<file path="config.mk">
export PLATFORM = sky130hd
export DESIGN_NAME = keypad_matrix_decoder_sticky_modifiers
export DESIGN_NICKNAME = d
export VERILOG_FILES = /design/src/hw/rtl/kmd_pkg.sv /design/src/hw/rtl/kmd_front.sv /design/src/hw/rtl/kmd_queue.sv /design/src/hw/rtl/kmd_back.sv /design/src/hw/rtl/keypad_matrix_decoder_sticky_modifiers.sv
export VERILOG_INCLUDE_DIRS = /design/src /design/src/hw/rtl
export SDC_FILE = /design/constraint.sdc
export NUM_CORES = 1
export LEC_CHECK = 0
export ABC_AREA = 1
export BUFFER_PORTS_ARGS = -buffer_cell sky130_fd_sc_hd__buf_2
export CORE_ASPECT_RATIO = 1.75
export CORE_MARGIN = 2
export CORE_UTILIZATION = 61
export CTS_BUF_LIST = sky130_fd_sc_hd__clkbuf_4 sky130_fd_sc_hd__clkbuf_8
export CTS_CLUSTER_DIAMETER = 150
export DETAILED_ROUTE_END_ITERATION = 16
export PLACE_DENSITY_LB_ADDON = 0.05
export SLEW_MARGIN = 10
export SYNTH_ARGS = -nofsm -noshare
export SYNTH_HDL_FRONTEND = slang
export SYNTH_SLANG_ARGS = --single-unit
</file>
<file path="constraint.sdc">
create_clock -name clock -period 5.34 [get_ports clock]
set_clock_uncertainty 0.1 [all_clocks]
set_input_delay 0.801 -clock clock [delete_from_list [all_inputs] [get_ports clock]]
set_output_delay 0.801 -clock clock [all_outputs]
set_load 0.02 [all_outputs]
</file>
<file path="src/hw/rtl/keypad_matrix_decoder_sticky_modifiers_assert.svh">
// assertion macros for the keypad matrix decoder
// no dependencies; included by the modules that carry checks
`ifndef KEYPAD_MATRIX_DECODER_STICKY_MODIFIERS_ASSERT_SVH
`define KEYPAD_MATRIX_DECODER_STICKY_MODIFIERS_ASSERT_SVH

`ifndef ASSERT_OFF
// property must hold at every rising edge outside reset
`define KMD_ASSERT(lbl, clk, rst, prop) \
   lbl: assert property (@(posedge clk) disable iff (rst) (prop)) \
      else $error("kmd assertion failed");
// expression must never be true outside reset
`define KMD_NEVER(lbl, clk, rst, expr) \
   lbl: assert property (@(posedge clk) disable iff (rst) !(expr)) \
      else $error("kmd forbidden condition seen");
`else
`define KMD_ASSERT(lbl, clk, rst, prop)
`define KMD_NEVER(lbl, clk, rst, expr)
`endif

`endif

</file>
<file path="src/hw/rtl/kmd_pkg.sv">
// shared types, key codes and character tables of the keypad decoder
// no dependencies
`timescale 1ns / 1ps
`default_nettype none

package kmd_pkg;

   localparam int unsigned MATRIX_W  = 56;
   localparam int unsigned SEL_LINES = 8;
   localparam int unsigned IN_LINES  = 7;

   localparam logic [5:0] KEY_FN        = 6'd28;
   localparam logic [5:0] KEY_SHIFT     = 6'd29;
   localparam logic [5:0] KEY_BACKTICK  = 6'd0;
   localparam logic [5:0] KEY_BACKSPACE = 6'd13;
   localparam logic [5:0] KEY_SEMICOLON = 6'd39;
   localparam logic [5:0] KEY_COMMA     = 6'd52;
   localparam logic [5:0] KEY_PERIOD    = 6'd53;
   localparam logic [5:0] KEY_SLASH     = 6'd54;
   localparam logic [5:0] KEY_UP        = 6'd56;
   localparam logic [5:0] KEY_DOWN      = 6'd57;
   localparam logic [5:0] KEY_LEFT      = 6'd58;
   localparam logic [5:0] KEY_RIGHT     = 6'd59;
   localparam logic [5:0] KEY_ESC       = 6'd60;
   localparam logic [5:0] KEY_DELETE    = 6'd61;
   localparam logic [5:0] KEY_PHYS_END  = 6'd56;

   localparam logic [15:0] DEBOUNCE_RESET = 16'd150;

   localparam logic ACT_POLL  = 1'b0;
   localparam logic ACT_CLEAR = 1'b1;

   // one classified request, passed from front to back
   typedef struct packed {
      logic        action;
      logic        found;
      logic [5:0]  code;
      logic [31:0] now_ms;
   } kmd_item_type;

   // unshifted characters by key code, zero for non-printing keys
   localparam logic [6:0] BASE_CHAR [0:63] = '{
      7'h60, 7'h31, 7'h32, 7'h33, 7'h34, 7'h35, 7'h36, 7'h37,
      7'h38, 7'h39, 7'h30, 7'h2d, 7'h3d, 7'h00,
      7'h00, 7'h71, 7'h77, 7'h65, 7'h72, 7'h74, 7'h79, 7'h75,
      7'h69, 7'h6f, 7'h70, 7'h5b, 7'h5d, 7'h5c,
      7'h00, 7'h00, 7'h61, 7'h73, 7'h64, 7'h66, 7'h67, 7'h68,
      7'h6a, 7'h6b, 7'h6c, 7'h3b, 7'h27, 7'h00,
      7'h00, 7'h00, 7'h00, 7'h7a, 7'h78, 7'h63, 7'h76, 7'h62,
      7'h6e, 7'h6d, 7'h2c, 7'h2e, 7'h2f, 7'h20,
      7'h00, 7'h00, 7'h00, 7'h00, 7'h00, 7'h00, 7'h00, 7'h00
   };

   // shifted characters by key code
   localparam logic [6:0] SHIFT_CHAR [0:63] = '{
      7'h7e, 7'h21, 7'h40, 7'h23, 7'h24, 7'h25, 7'h5e, 7'h26,
      7'h2a, 7'h28, 7'h29, 7'h5f, 7'h2b, 7'h00,
      7'h00, 7'h51, 7'h57, 7'h45, 7'h52, 7'h54, 7'h59, 7'h55,
      7'h49, 7'h4f, 7'h50, 7'h7b, 7'h7d, 7'h7c,
      7'h00, 7'h00, 7'h41, 7'h53, 7'h44, 7'h46, 7'h47, 7'h48,
      7'h4a, 7'h4b, 7'h4c, 7'h3a, 7'h22, 7'h00,
      7'h00, 7'h00, 7'h00, 7'h5a, 7'h58, 7'h43, 7'h56, 7'h42,
      7'h4e, 7'h4d, 7'h3c, 7'h3e, 7'h3f, 7'h20,
      7'h00, 7'h00, 7'h00, 7'h00, 7'h00, 7'h00, 7'h00, 7'h00
   };

   // physical position of a switch to key code
   function automatic logic [5:0] key_code_of(input logic [2:0] sel, input logic [2:0] inl);
      logic [1:0] row;
      logic [5:0] col;
      begin
         row = 2'd3 - sel[1:0];
         col = {2'b00, inl, 1'b0} + {5'd0, ~sel[2]};
         key_code_of = 6'(6'(row) * 6'd14) + col;
      end
   endfunction

   // fn layer remap
   function automatic logic [5:0] fn_layer(input logic [5:0] code);
      begin
         case (code)
            KEY_SEMICOLON: fn_layer = KEY_UP;
            KEY_PERIOD:    fn_layer = KEY_DOWN;
            KEY_COMMA:     fn_layer = KEY_LEFT;
            KEY_SLASH:     fn_layer = KEY_RIGHT;
            KEY_BACKTICK:  fn_layer = KEY_ESC;
            KEY_BACKSPACE: fn_layer = KEY_DELETE;
            default:       fn_layer = code;
         endcase
      end
   endfunction

endpackage

`default_nettype wire

</file>
<file path="src/hw/rtl/kmd_front.sv">
// front part: priority encode of the pressed snapshot into a key code
// depends on kmd_pkg
`timescale 1ns / 1ps
`default_nettype none

module kmd_front (
   input  wire logic                          req_action,
   input  wire logic [kmd_pkg::MATRIX_W-1:0]  req_matrix,
   input  wire logic [31:0]                   req_now_ms,
   output kmd_pkg::kmd_item_type              item
);
   import kmd_pkg::*;

   logic [2:0] sel;
   logic [2:0] inl;
   logic       any;
   logic [6:0] grp;

   always_comb begin
      sel = 3'd0;
      any = 1'b0;
      // lowest select line with a pressed switch wins
      for (int s = SEL_LINES - 1; s >= 0; s--) begin
         if (|req_matrix[s*IN_LINES +: IN_LINES]) begin
            sel = 3'(s);
            any = 1'b1;
         end
      end
      grp = req_matrix[sel*IN_LINES +: IN_LINES];
      inl = 3'd0;
      for (int i = IN_LINES - 1; i >= 0; i--) begin
         if (grp[i]) begin
            inl = 3'(i);
         end
      end
   end

   assign item.action = req_action;
   assign item.found  = any;
   assign item.code   = key_code_of(sel, inl);
   assign item.now_ms = req_now_ms;

endmodule

`default_nettype wire

</file>
<file path="src/hw/rtl/kmd_queue.sv">
// two-entry queue between the classifier and the modifier logic
// depends on kmd_pkg
`timescale 1ns / 1ps
`default_nettype none

module kmd_queue (
   input  wire logic                 clock,
   input  wire logic                 reset,
   input  wire logic                 push_valid,
   output logic                      push_ready,
   input  wire kmd_pkg::kmd_item_type push_item,
   output logic                      pop_valid,
   input  wire logic                 pop_ready,
   output kmd_pkg::kmd_item_type     pop_item
);
   import kmd_pkg::*;

   kmd_item_type entry_ff [2];
   logic         wr_ptr_ff, wr_ptr_in;
   logic         rd_ptr_ff, rd_ptr_in;
   logic [1:0]   count_ff, count_in;
   logic         push, pop;

   assign push_ready = (count_ff != 2'd2);
   assign pop_valid  = (count_ff != 2'd0);
   assign pop_item   = entry_ff[rd_ptr_ff];
   assign push       = push_valid && push_ready;
   assign pop        = pop_valid && pop_ready;

   always_comb begin
      wr_ptr_in = push ? ~wr_ptr_ff : wr_ptr_ff;
      rd_ptr_in = pop ? ~rd_ptr_ff : rd_ptr_ff;
      count_in  = count_ff + {1'b0, push} - {1'b0, pop};
   end

   always_ff @(posedge clock) begin
      if (reset) begin
         wr_ptr_ff <= 1'b0;
         rd_ptr_ff <= 1'b0;
         count_ff  <= 2'd0;
      end else begin
         wr_ptr_ff <= wr_ptr_in;
         rd_ptr_ff <= rd_ptr_in;
         count_ff  <= count_in;
      end
   end

   always_ff @(posedge clock) begin
      if (push) begin
         entry_ff[wr_ptr_ff] <= push_item;
      end
   end

endmodule

`default_nettype wire

</file>
<file path="src/hw/rtl/kmd_back.sv">
// back part: debounce, sticky modifiers, fn layer, ascii, result register
// depends on kmd_pkg and the assertion macro header
`timescale 1ns / 1ps
`default_nettype none
`include "keypad_matrix_decoder_sticky_modifiers_assert.svh"

module kmd_back (
   input  wire logic                 clock,
   input  wire logic                 reset,
   input  wire logic                 csr_valid,
   output logic                      csr_ready,
   input  wire logic [15:0]          csr_data,
   input  wire logic                 pop_valid,
   output logic                      pop_ready,
   input  wire kmd_pkg::kmd_item_type pop_item,
   output logic                      rsp_tvalid,
   input  wire logic                 rsp_tready,
   output logic [15:0]               rsp_tdata,
   output logic                      rsp_tuser
);
   import kmd_pkg::*;

   logic [15:0] debounce_ff;
   logic        shift_ff, shift_in;
   logic        fn_ff, fn_in;
   logic        shift_held_ff, shift_held_in;
   logic        fn_held_ff, fn_held_in;
   logic [31:0] last_ff, last_in;
   logic        rsp_valid_ff;
   logic        key_valid_ff, key_valid_in;
   logic [5:0]  code_ff, code_in;
   logic [6:0]  char_ff, char_in;
   logic        take;
   logic [31:0] elapsed;
   logic        in_window;
   logic [5:0]  mapped;

   assign csr_ready = 1'b1;
   assign pop_ready = !rsp_valid_ff || rsp_tready;
   assign take      = pop_valid && pop_ready;
   assign elapsed   = pop_item.now_ms - last_ff;
   assign in_window = elapsed < {16'd0, debounce_ff};

   always_comb begin
      shift_in      = shift_ff;
      fn_in         = fn_ff;
      shift_held_in = shift_held_ff;
      fn_held_in    = fn_held_ff;
      last_in       = last_ff;
      key_valid_in  = 1'b0;
      code_in       = 6'd0;
      char_in       = 7'd0;
      mapped        = pop_item.code;
      if (pop_item.action == ACT_CLEAR) begin
         shift_in = 1'b0;
         fn_in    = 1'b0;
      end else if (!in_window) begin
         if (pop_item.found && pop_item.code == KEY_FN) begin
            if (!fn_held_ff) begin
               fn_in      = !fn_ff;
               fn_held_in = 1'b1;
               last_in    = pop_item.now_ms;
            end
         end else begin
            fn_held_in = 1'b0;
            if (pop_item.found && pop_item.code == KEY_SHIFT) begin
               if (!shift_held_ff) begin
                  shift_in      = !shift_ff;
                  shift_held_in = 1'b1;
                  last_in       = pop_item.now_ms;
               end
            end else begin
               shift_held_in = 1'b0;
               if (pop_item.found) begin
                  if (fn_ff) begin
                     mapped = fn_layer(pop_item.code);
                     fn_in  = 1'b0;
                  end
                  last_in      = pop_item.now_ms;
                  key_valid_in = 1'b1;
                  code_in      = mapped;
                  if (mapped < KEY_PHYS_END) begin
                     char_in = shift_ff ? SHIFT_CHAR[mapped] : BASE_CHAR[mapped];
                  end
               end
            end
         end
      end
   end

   always_ff @(posedge clock) begin
      if (reset) begin
         debounce_ff   <= DEBOUNCE_RESET;
         shift_ff      <= 1'b0;
         fn_ff         <= 1'b0;
         shift_held_ff <= 1'b0;
         fn_held_ff    <= 1'b0;
         last_ff       <= 32'd0;
         rsp_valid_ff  <= 1'b0;
      end else begin
         if (csr_valid) begin
            debounce_ff <= csr_data;
         end
         if (take) begin
            shift_ff      <= shift_in;
            fn_ff         <= fn_in;
            shift_held_ff <= shift_held_in;
            fn_held_ff    <= fn_held_in;
            last_ff       <= last_in;
            rsp_valid_ff  <= 1'b1;
         end else if (rsp_tready) begin
            rsp_valid_ff  <= 1'b0;
         end
      end
   end

   always_ff @(posedge clock) begin
      if (take) begin
         key_valid_ff <= key_valid_in;
         code_ff      <= code_in;
         char_ff      <= char_in;
      end
   end

   assign rsp_tvalid = rsp_valid_ff;
   assign rsp_tuser  = key_valid_ff;
   // latches are read live: they only change when a new result is loaded
   assign rsp_tdata  = {1'b0, fn_ff, shift_ff, char_ff, code_ff};

   // consumed modifier keys are never reported
   `KMD_NEVER(a_no_modifier_event, clock, reset,
      rsp_valid_ff && key_valid_ff && (code_ff == KEY_FN || code_ff == KEY_SHIFT))
   // a reported key always leaves the fn latch cleared
   `KMD_NEVER(a_fn_clear_on_event, clock, reset, rsp_valid_ff && key_valid_ff && fn_ff)
   // a character only comes with an event
   `KMD_NEVER(a_char_needs_event, clock, reset,
      rsp_valid_ff && !key_valid_ff && (char_ff != 7'd0 || code_ff != 6'd0))
   // a clear request drops both latches
   `KMD_ASSERT(a_clear_drops_latches, clock, reset,
      (take && pop_item.action == ACT_CLEAR) |=> (!shift_ff && !fn_ff))

endmodule

`default_nettype wire

</file>
<file path="src/hw/rtl/keypad_matrix_decoder_sticky_modifiers.sv">
// top level of the keypad matrix decoder with sticky shift and fn latches
// depends on kmd_pkg, kmd_front, kmd_queue and kmd_back
//
//  channel  dir  handshake              tuser       tdata
//  req      in   req_tvalid/req_tready  action      key_matrix, now_ms
//  rsp      out  rsp_tvalid/rsp_tready  key_valid   key_code, ascii_char, shift_on, fn_on
//  csr      in   csr_valid/csr_ready    -           debounce_ms
//
// one request per cycle sustained while rsp_tready stays high
// the front priority encoder and the back modifier update are combinational logic
// a two-entry queue and the result register let the sides stall independently
// synchronous reset restores debounce_ms to 150 and clears latches and timestamp
// csr writes are always taken; the user must issue them only while the block is idle
`timescale 1ns / 1ps
`default_nettype none

module keypad_matrix_decoder_sticky_modifiers (
   input  wire logic        clock,
   input  wire logic        reset,
   // request channel
   input  wire logic        req_tvalid,
   output logic             req_tready,
   input  wire logic [87:0] req_tdata,   // [55:0] key_matrix, [87:56] now_ms
   input  wire logic        req_tuser,   // [0] action
   // response channel
   output logic             rsp_tvalid,
   input  wire logic        rsp_tready,
   output logic [15:0]      rsp_tdata,   // [5:0] key_code, [12:6] ascii_char,
                                         // [13] shift_on, [14] fn_on, [15] zero
   output logic             rsp_tuser,   // [0] key_valid
   // configuration channel
   input  wire logic        csr_valid,
   output logic             csr_ready,
   input  wire logic [15:0] csr_data     // debounce_ms
);
   import kmd_pkg::*;

   kmd_item_type front_item;
   kmd_item_type back_item;
   logic         back_valid;
   logic         back_ready;

   // classify: find the lowest pressed switch and its key code
   kmd_front u_front (
      .req_action (req_tuser),
      .req_matrix (req_tdata[55:0]),
      .req_now_ms (req_tdata[87:56]),
      .item       (front_item)
   );

   // decouple the classifier from the modifier logic
   kmd_queue u_queue (
      .clock      (clock),
      .reset      (reset),
      .push_valid (req_tvalid),
      .push_ready (req_tready),
      .push_item  (front_item),
      .pop_valid  (back_valid),
      .pop_ready  (back_ready),
      .pop_item   (back_item)
   );

   // debounce, latch handling, fn layer, character lookup
   kmd_back u_back (
      .clock      (clock),
      .reset      (reset),
      .csr_valid  (csr_valid),
      .csr_ready  (csr_ready),
      .csr_data   (csr_data),
      .pop_valid  (back_valid),
      .pop_ready  (back_ready),
      .pop_item   (back_item),
      .rsp_tvalid (rsp_tvalid),
      .rsp_tready (rsp_tready),
      .rsp_tdata  (rsp_tdata),
      .rsp_tuser  (rsp_tuser)
   );

endmodule

`default_nettype wire

</file>
==> flow_summary.json, run 1 <==
{
  "n_antenna_cell": 0,
  "ctsHoldBuffers": 0,
  "tightest_slew_ns": 1.12,
  "layout.nets": 1955,
  "syn_avg_cell_area_um2": 6.74,
  "dr.first_iter.drc_count": 643,
  "io_pins": 130,
  "status": "complete, no violations",
  "critical_path_class": "flop to flop",
  "ys_seq_area_frac": 0.354,
  "synth-async-reset-ratio": 0,
  "wl_met3_um": 1290,
  "end_kind": "flop",
  "dr.pass1.iters": 5,
  "min_path_type": "flop to flop",
  "antenna_found_initial": 0,
  "path_cells": "inv_2 -> buf_4 -> or2_2 -> o21ai_0 -> inv_1 -> ha_1 -> nand2_1 -> nor2_1 -> and2_1 -> nand2_1 -> nand2_1 -> xor2_1 -> ha_1 -> nand4_1 -> o221ai_1 -> a21oi_1 -> nand3_1 -> nand3_2 -> nand2_1 -> inv_1 -> nor2_1",
  "htree_num_levels": 4,
  "cts.path.max_buffers": 2,
  "final_util": 0.689,
  "cp_max_fo": 32,
  "syn_inst": 1670,
  "ir_worst_vdd_mv": 0.316,
  "synth_ff_type": "edfxtp_1",
  "yosysUniqueCellTypes": 45,
  "critPathBufInv": 4,
  "multi_input_area_mm2": 0.00591,
  "regArea_mm2": 0.00398,
  "crit_slowest_cell": "nand3_2",
  "clock_latency_ns": 0.46,
  "num-fill-cells": 1636,
  "grt_max_degree": 52,
  "die_w_um": 107,
  "fp.dieH_um": 184,
  "highest_layer": "met4",
  "grt_pass1_wl_um": 50600,
  "synth-warning-count": 0,
  "synth_seq_cells": 152,
  "cts_buffers": 17,
  "cts_tree": "built",
  "fmax_mhz": 212,
  "hold_viol_final": 0,
  "drc": 0,
  "die_area_mm2": 0.0196,
  "vias_per_cell": 5.42,
  "antenna_left": 0,
  "cp.arrival_ns": 5.01,
  "ctsResizeCount": 0,
  "layout-drive-gt1-share": 0.132,
  "slew_violations": 0,
  "postCtsSetupBuffers": 0,
  "core_mm2": 0.0181,
  "finalSetupViolCount": 0,
  "root_buffer": "clkbuf_8",
  "start_util": 0.624,
  "wl_met2_um": 17000,
  "period_needed_ns": 4.72,
  "grt_pass1_vias": 10943,
  "synth_nets": 1847,
  "grtUsageTotal": 0.331,
  "portBuffers": 127,
  "slew_headroom": 0.249,
  "routabilityCongestion": 1.03,
  "slowest_delay_ns": 0.61,
  "dp.final_hpwl_um": 25100,
  "wire_per_inst_um": 15.5,
  "totalWireLength_um": 31500,
  "cap_viol_max_count": 0,
  "final_area_mm2": 0.0124,
  "area.growth.synth_to_final_pct": 10.6,
  "tns_ns": 0,
  "clk_pin_slew_worst_paths_ns": 0.08,
  "crit_required_ns": 5.63,
  "synth_edf_count": 94,
  "syn_area_mm2": 0.0113,
  "start_kind": "flop",
  "power_density_mw_per_mm2": 597,
  "critical-path-top-delay-family": "simple AND/OR/NAND/NOR gates",
  "met1_length_um": 11000,
  "vias": 10977,
  "core.rowCount": 65,
  "place_area_mm2": 0.0120,
  "p_leak_nw": 6.38,
  "grt_overflow": 0,
  "rsz0062_at_grt": "false",
  "fin_crit_sh": 0.884,
  "crit_path_frequent_cell": "nand2_1",
  "cts.sinks": 152
}
-- through the flow --
step           worst slack, ns  hold slack [ns]  total power, mW  cells
4_1_cts                  0.604            0.363             7.38   2025
6_report                 0.621            0.375             7.43   2025
5_1_grt                  0.220            0.395             8.15   2025
3_3_place_gp             0.836            0.338             6.32   1993
2_1_floorplan             1.48            0.325             5.25   1670
3_5_place_dp             0.662            0.353             6.43   1993
-- synth_stat cells (12+ instances only) --
cell type / n / share of area
buf_2: 12 / 0.0053
inv_1: 285 / 0.095
o21ai_0: 68 / 0.030
dfxtp_1: 58 / 0.10
nand2_1: 512 / 0.17
xor2_1: 18 / 0.014
or2_2: 34 / 0.019
edfxtp_1: 94 / 0.25
nand3_1: 108 / 0.048
clkbuf_1: 21 / 0.0070
a21oi_1: 76 / 0.034
ha_1: 65 / 0.072
nor2_1: 167 / 0.056
nand4_1: 44 / 0.024
-- worst paths after layout --
path                                                startpoint                              end  slack, ns  cells after the start
worst max-delay path                                      flop  u_back.last_ff[16]$_SDFFE_PP0P_       0.62                     21
worst max register to register                            flop  u_back.last_ff[16]$_SDFFE_PP0P_       0.62                     21
worst min-delay path            u_queue.rd_ptr_ff$_SDFFE_PP0P_   u_queue.rd_ptr_ff$_SDFFE_PP0P_       0.37                      1
worst min register to register  u_queue.rd_ptr_ff$_SDFFE_PP0P_   u_queue.rd_ptr_ff$_SDFFE_PP0P_       0.37                      1
-- flip-flops by register name, summed over array words and instances (netlist names), 2 cells and up, named ones only --
name	flops
u_back.char_ff	7
u_back.code_ff	6
u_back.debounce_ff	16
u_back.last_ff	32
u_queue.count_ff	2
u_queue.entry_ff	80
-- power breakdown --
group / switching (mW) / internal [mW] / total [mW]
Sequential: 0.0931 / 1.55 / 1.65
Clock: 0.434 / 0.507 / 0.941
Combinational: 3.25 / 1.60 / 4.84
-- per-layer routing --
metal  GRT usage  vias to the layer above
li1            -                     5499
met4       0.234                        0
met5           0                        -
met3      0.0390                      131
met1       0.317                     4959
met2       0.634                      388
-- cells by family (layout without fill, tap and decap cells) --
kind of cell / Yosys count / after routing / share of synthesized area
simple gates: 905 / 905 / 0.342
buf+inv: 344 / 465 / 0.123
compound gates: 176 / 176 / 0.0860
flops: 152 / 152 / 0.354
fa+ha+maj: 67 / 67 / 0.0758
xor+xnor: 21 / 21 / 0.0163
mux: 3 / 3 / 0.00267
other cells: 2 / 2 / 0.000667
-- cell type report --
| class | instances | share of cell area |
|---|---|---|
| clock buffer | 20 | 0.0221 |
| sequential | 152 | 0.320 |
| inverter | 296 | 0.0893 |
| clock inverter | 12 | 0.0132 |
| multi-input combinational | 1174 | 0.475 |
| timing repair buffer | 137 | 0.0571 |
| tap | 234 | 0.0235 |
-- cells in the final DEF (no fill, tap or decap), types with 58 or more instances in the layout --
cell | Yosys | final
inv_1 | 285 | 285
dfxtp_1 | 58 | 58
buf_2 | 12 | 127
o21ai_0 | 68 | 68
nor2_1 | 167 | 164
nand3_1 | 108 | 108
ha_1 | 65 | 65
a21oi_1 | 76 | 75
nand2_1 | 512 | 512
edfxtp_1 | 94 | 94
Power figures use the tool's default switching activity.
==> inputs of run 2 (changes only) <==
==> constraint.sdc (replaced) <==
create_clock -name clock -period 4.8 [get_ports clock]
set_clock_uncertainty 0.1 [all_clocks]
set_input_delay 0.72 -clock clock [delete_from_list [all_inputs] [get_ports clock]]
set_output_delay 0.72 -clock clock [all_outputs]
set_load 0.02 [all_outputs]
==> run 2 against run 1 <==
Effect of this change: die area is the same; critical path depth grew 2; final area grew 0.12%; maximum frequency grew 6.3%; highest routed layer unchanged; flip-flop and latch count is the same; count of clock-buffer cells in the layout shrank 2; non-clock buffer count grew 3; sequential share of layout area is essentially flat; cell count grew 0.15%; utilization grew 0.083 points; setup slack lost 0.26 ns; hold slack lost 0.021 ns; largest cell class unchanged.
==> flow_summary.json, run 2 (synthesis results as in run 1) <==
{
  "routabilityCongestion": 1.00,
  "dr.pass1.iters": 7,
  "core_mm2": 0.0181,
  "period_needed_ns": 4.44,
  "tns_ns": 0,
  "wl_met3_um": 1290,
  "r2r_slack_ns": 0.36,
  "antenna_found_initial": 0,
  "grt_pass1_vias": 10755,
  "min_path_type": "input pin to flop",
  "crit_required_ns": 5.09,
  "crit_path_frequent_cell": "nand2_1",
  "slew_violations": 0,
  "cts.path.max_buffers": 2,
  "layout-drive-gt1-share": 0.133,
  "endpoint": "u_back.last_ff[24]$_SDFFE_PP0P_",
  "postCtsSetupBuffers": 0,
  "htree_num_levels": 4,
  "cp.arrival_ns": 4.73,
  "cts_tree": "built",
  "tightest_slew_ns": 1.11,
  "holdWs_ns": 0.353,
  "path_cells": "buf_4 -> buf_4 -> o21ai_0 -> inv_1 -> ha_1 -> nand2_1 -> nor2_1 -> inv_1 -> nor3_1 -> and2_1 -> nand2_1 -> nand2_1 -> nand2_1 -> nand2_1 -> nand2_1 -> inv_1 -> nand2_1 -> nor2_1 -> nand3_1 -> buf_6 -> nand4_1 -> nand2_1 -> nor2_1",
  "multi_input_area_mm2": 0.00591,
  "grt_overflow": 0,
  "antenna_left": 0,
  "totalWireLength_um": 31600,
  "area.growth.synth_to_final_pct": 10.7,
  "final_util": 0.690,
  "end_kind": "flop",
  "cts_buffers": 17,
  "portBuffers": 127,
  "reg_top3": "u_queue.entry_ff: 80 flops, u_back.last_ff: 32 flops, u_back.debounce_ff: 16 flops",
  "critical_path_class": "flop to flop",
  "crit_slowest_cell": "ha_1",
  "io_pins": 130,
  "vias": 10956,
  "clk_pin_slew_worst_paths_ns": 0.09,
  "clock_latency_ns": 0.45,
  "ir_worst_vdd_mv": 0.397,
  "cap_viol_max_count": 0,
  "start_kind": "flop",
  "fp.dieH_um": 184,
  "regArea_mm2": 0.00398,
  "cts.sinks": 152,
  "dr.first_iter.drc_count": 661,
  "top_register": "u_queue.entry_ff",
  "core.rowCount": 65,
  "finalSetupViolCount": 0,
  "power_density_mw_per_mm2": 667,
  "largest_reg_flops": 80,
  "fmax_mhz": 225,
  "slowest_delay_ns": 0.41,
  "worst_slack_ns": 0.361,
  "grt_pass1_wl_um": 51400,
  "num-fill-cells": 1653,
  "die_w_um": 107,
  "die_area_mm2": 0.0196,
  "final_common_cell": "nand2_1",
  "rr_endpoint": "u_back.last_ff[24]$_SDFFE_PP0P_",
  "vias_per_cell": 5.40,
  "grtUsageTotal": 0.334,
  "layout.nets": 1958,
  "met1_length_um": 11400,
  "start_util": 0.624,
  "wl_met2_um": 17300,
  "final_cell_mix": "512 x nand2_1, 285 x inv_1, 164 x nor2_1, 127 x buf_2, 108 x nand3_1",
  "status": "complete, no violations",
  "fin_crit_sh": 0.925,
  "rr_worst_depth": 23,
  "dp_slack_ns": 0.392,
  "drc": 0,
  "wire_per_inst_um": 15.6,
  "hold_viol_final": 0,
  "root_buffer": "clkbuf_8",
  "rsz0062_at_grt": "false",
  "highest_layer": "met4",
  "grt_max_degree": 42,
  "p_leak_nw": 6.39,
  "slew_headroom": 0.258,
  "dp.final_hpwl_um": 25000,
  "n_antenna_cell": 0,
  "cp_max_fo": 32
}
-- run 2: worst min-delay path by stage --
stage	slack, ns	end	from	cells after the start
floorplan	0.33	flop	u_queue.rd_ptr_ff$_SDFFE_PP0P_	1
global placement	0.34	u_queue.rd_ptr_ff$_SDFFE_PP0P_	u_queue.rd_ptr_ff$_SDFFE_PP0P_	1
detailed placement	0.36	u_queue.rd_ptr_ff$_SDFFE_PP0P_	u_queue.rd_ptr_ff$_SDFFE_PP0P_	1
CTS	0.32	u_queue.entry_ff[1][3]$_DFFE_PP_	req_tdata[59]	1
global route	0.32	u_queue.entry_ff[1][6]$_DFFE_PP_	req_tdata[62]	1
finish	0.35	u_queue.entry_ff[0][24]$_DFFE_PP_	req_tdata[80]	1
-- run 2: power by group --
group | switching (mW) | internal [mW] | leakage (nW)
combinational | 3.66 | 1.79 | 4.83
clock | 0.507 | 0.525 | 0.208
sequential | 0.102 | 1.73 | 1.35
-- run 2: routing by layer --
layer	GRT usage	up-vias
met2	0.646	370
li1	-	5510
met5	0	-
met3	0.0450	111
met4	0.188	0
met1	0.332	4965
-- run 2: critical path, delay by kind of cell, from the launching register on --
kind	cells	cell delay [ns]
compound gates	1	0.40
flops	1	0.32
fa+ha+maj	1	0.41
buf+inv	6	0.99
simple gates	15	2.13
-- run 2: per-stage QoR --
| stage | power [mW] | cells | area, um2 |
|---|---|---|---|
| after floorplan | 5.84 | 1670 | 11300 |
| after global placement | 7.11 | 1996 | 12000 |
| after detailed placement | 7.21 | 1996 | 12000 |
| after CTS | 8.25 | 2028 | 12500 |
| after global routing | 9.10 | 2028 | 12500 |
| final | 8.31 | 2028 | 12500 |
-- run 2: area by class of cell --
class	count	area share
inverters	296	0.0891
well taps	234	0.0235
clock inverters	14	0.0140
flip-flops and latches	152	0.320
clock buffers	18	0.0194
multi-input cells	1174	0.474
repair buffers	140	0.0601
-- run 2: timing repair --
item / 4_1_cts / 5_1_grt
endpoints found under the setup margin: 0 / 3
resized for setup: 0 / 1
endpoints found under the hold margin: 0 / 0
hold buffers: 0 / 0
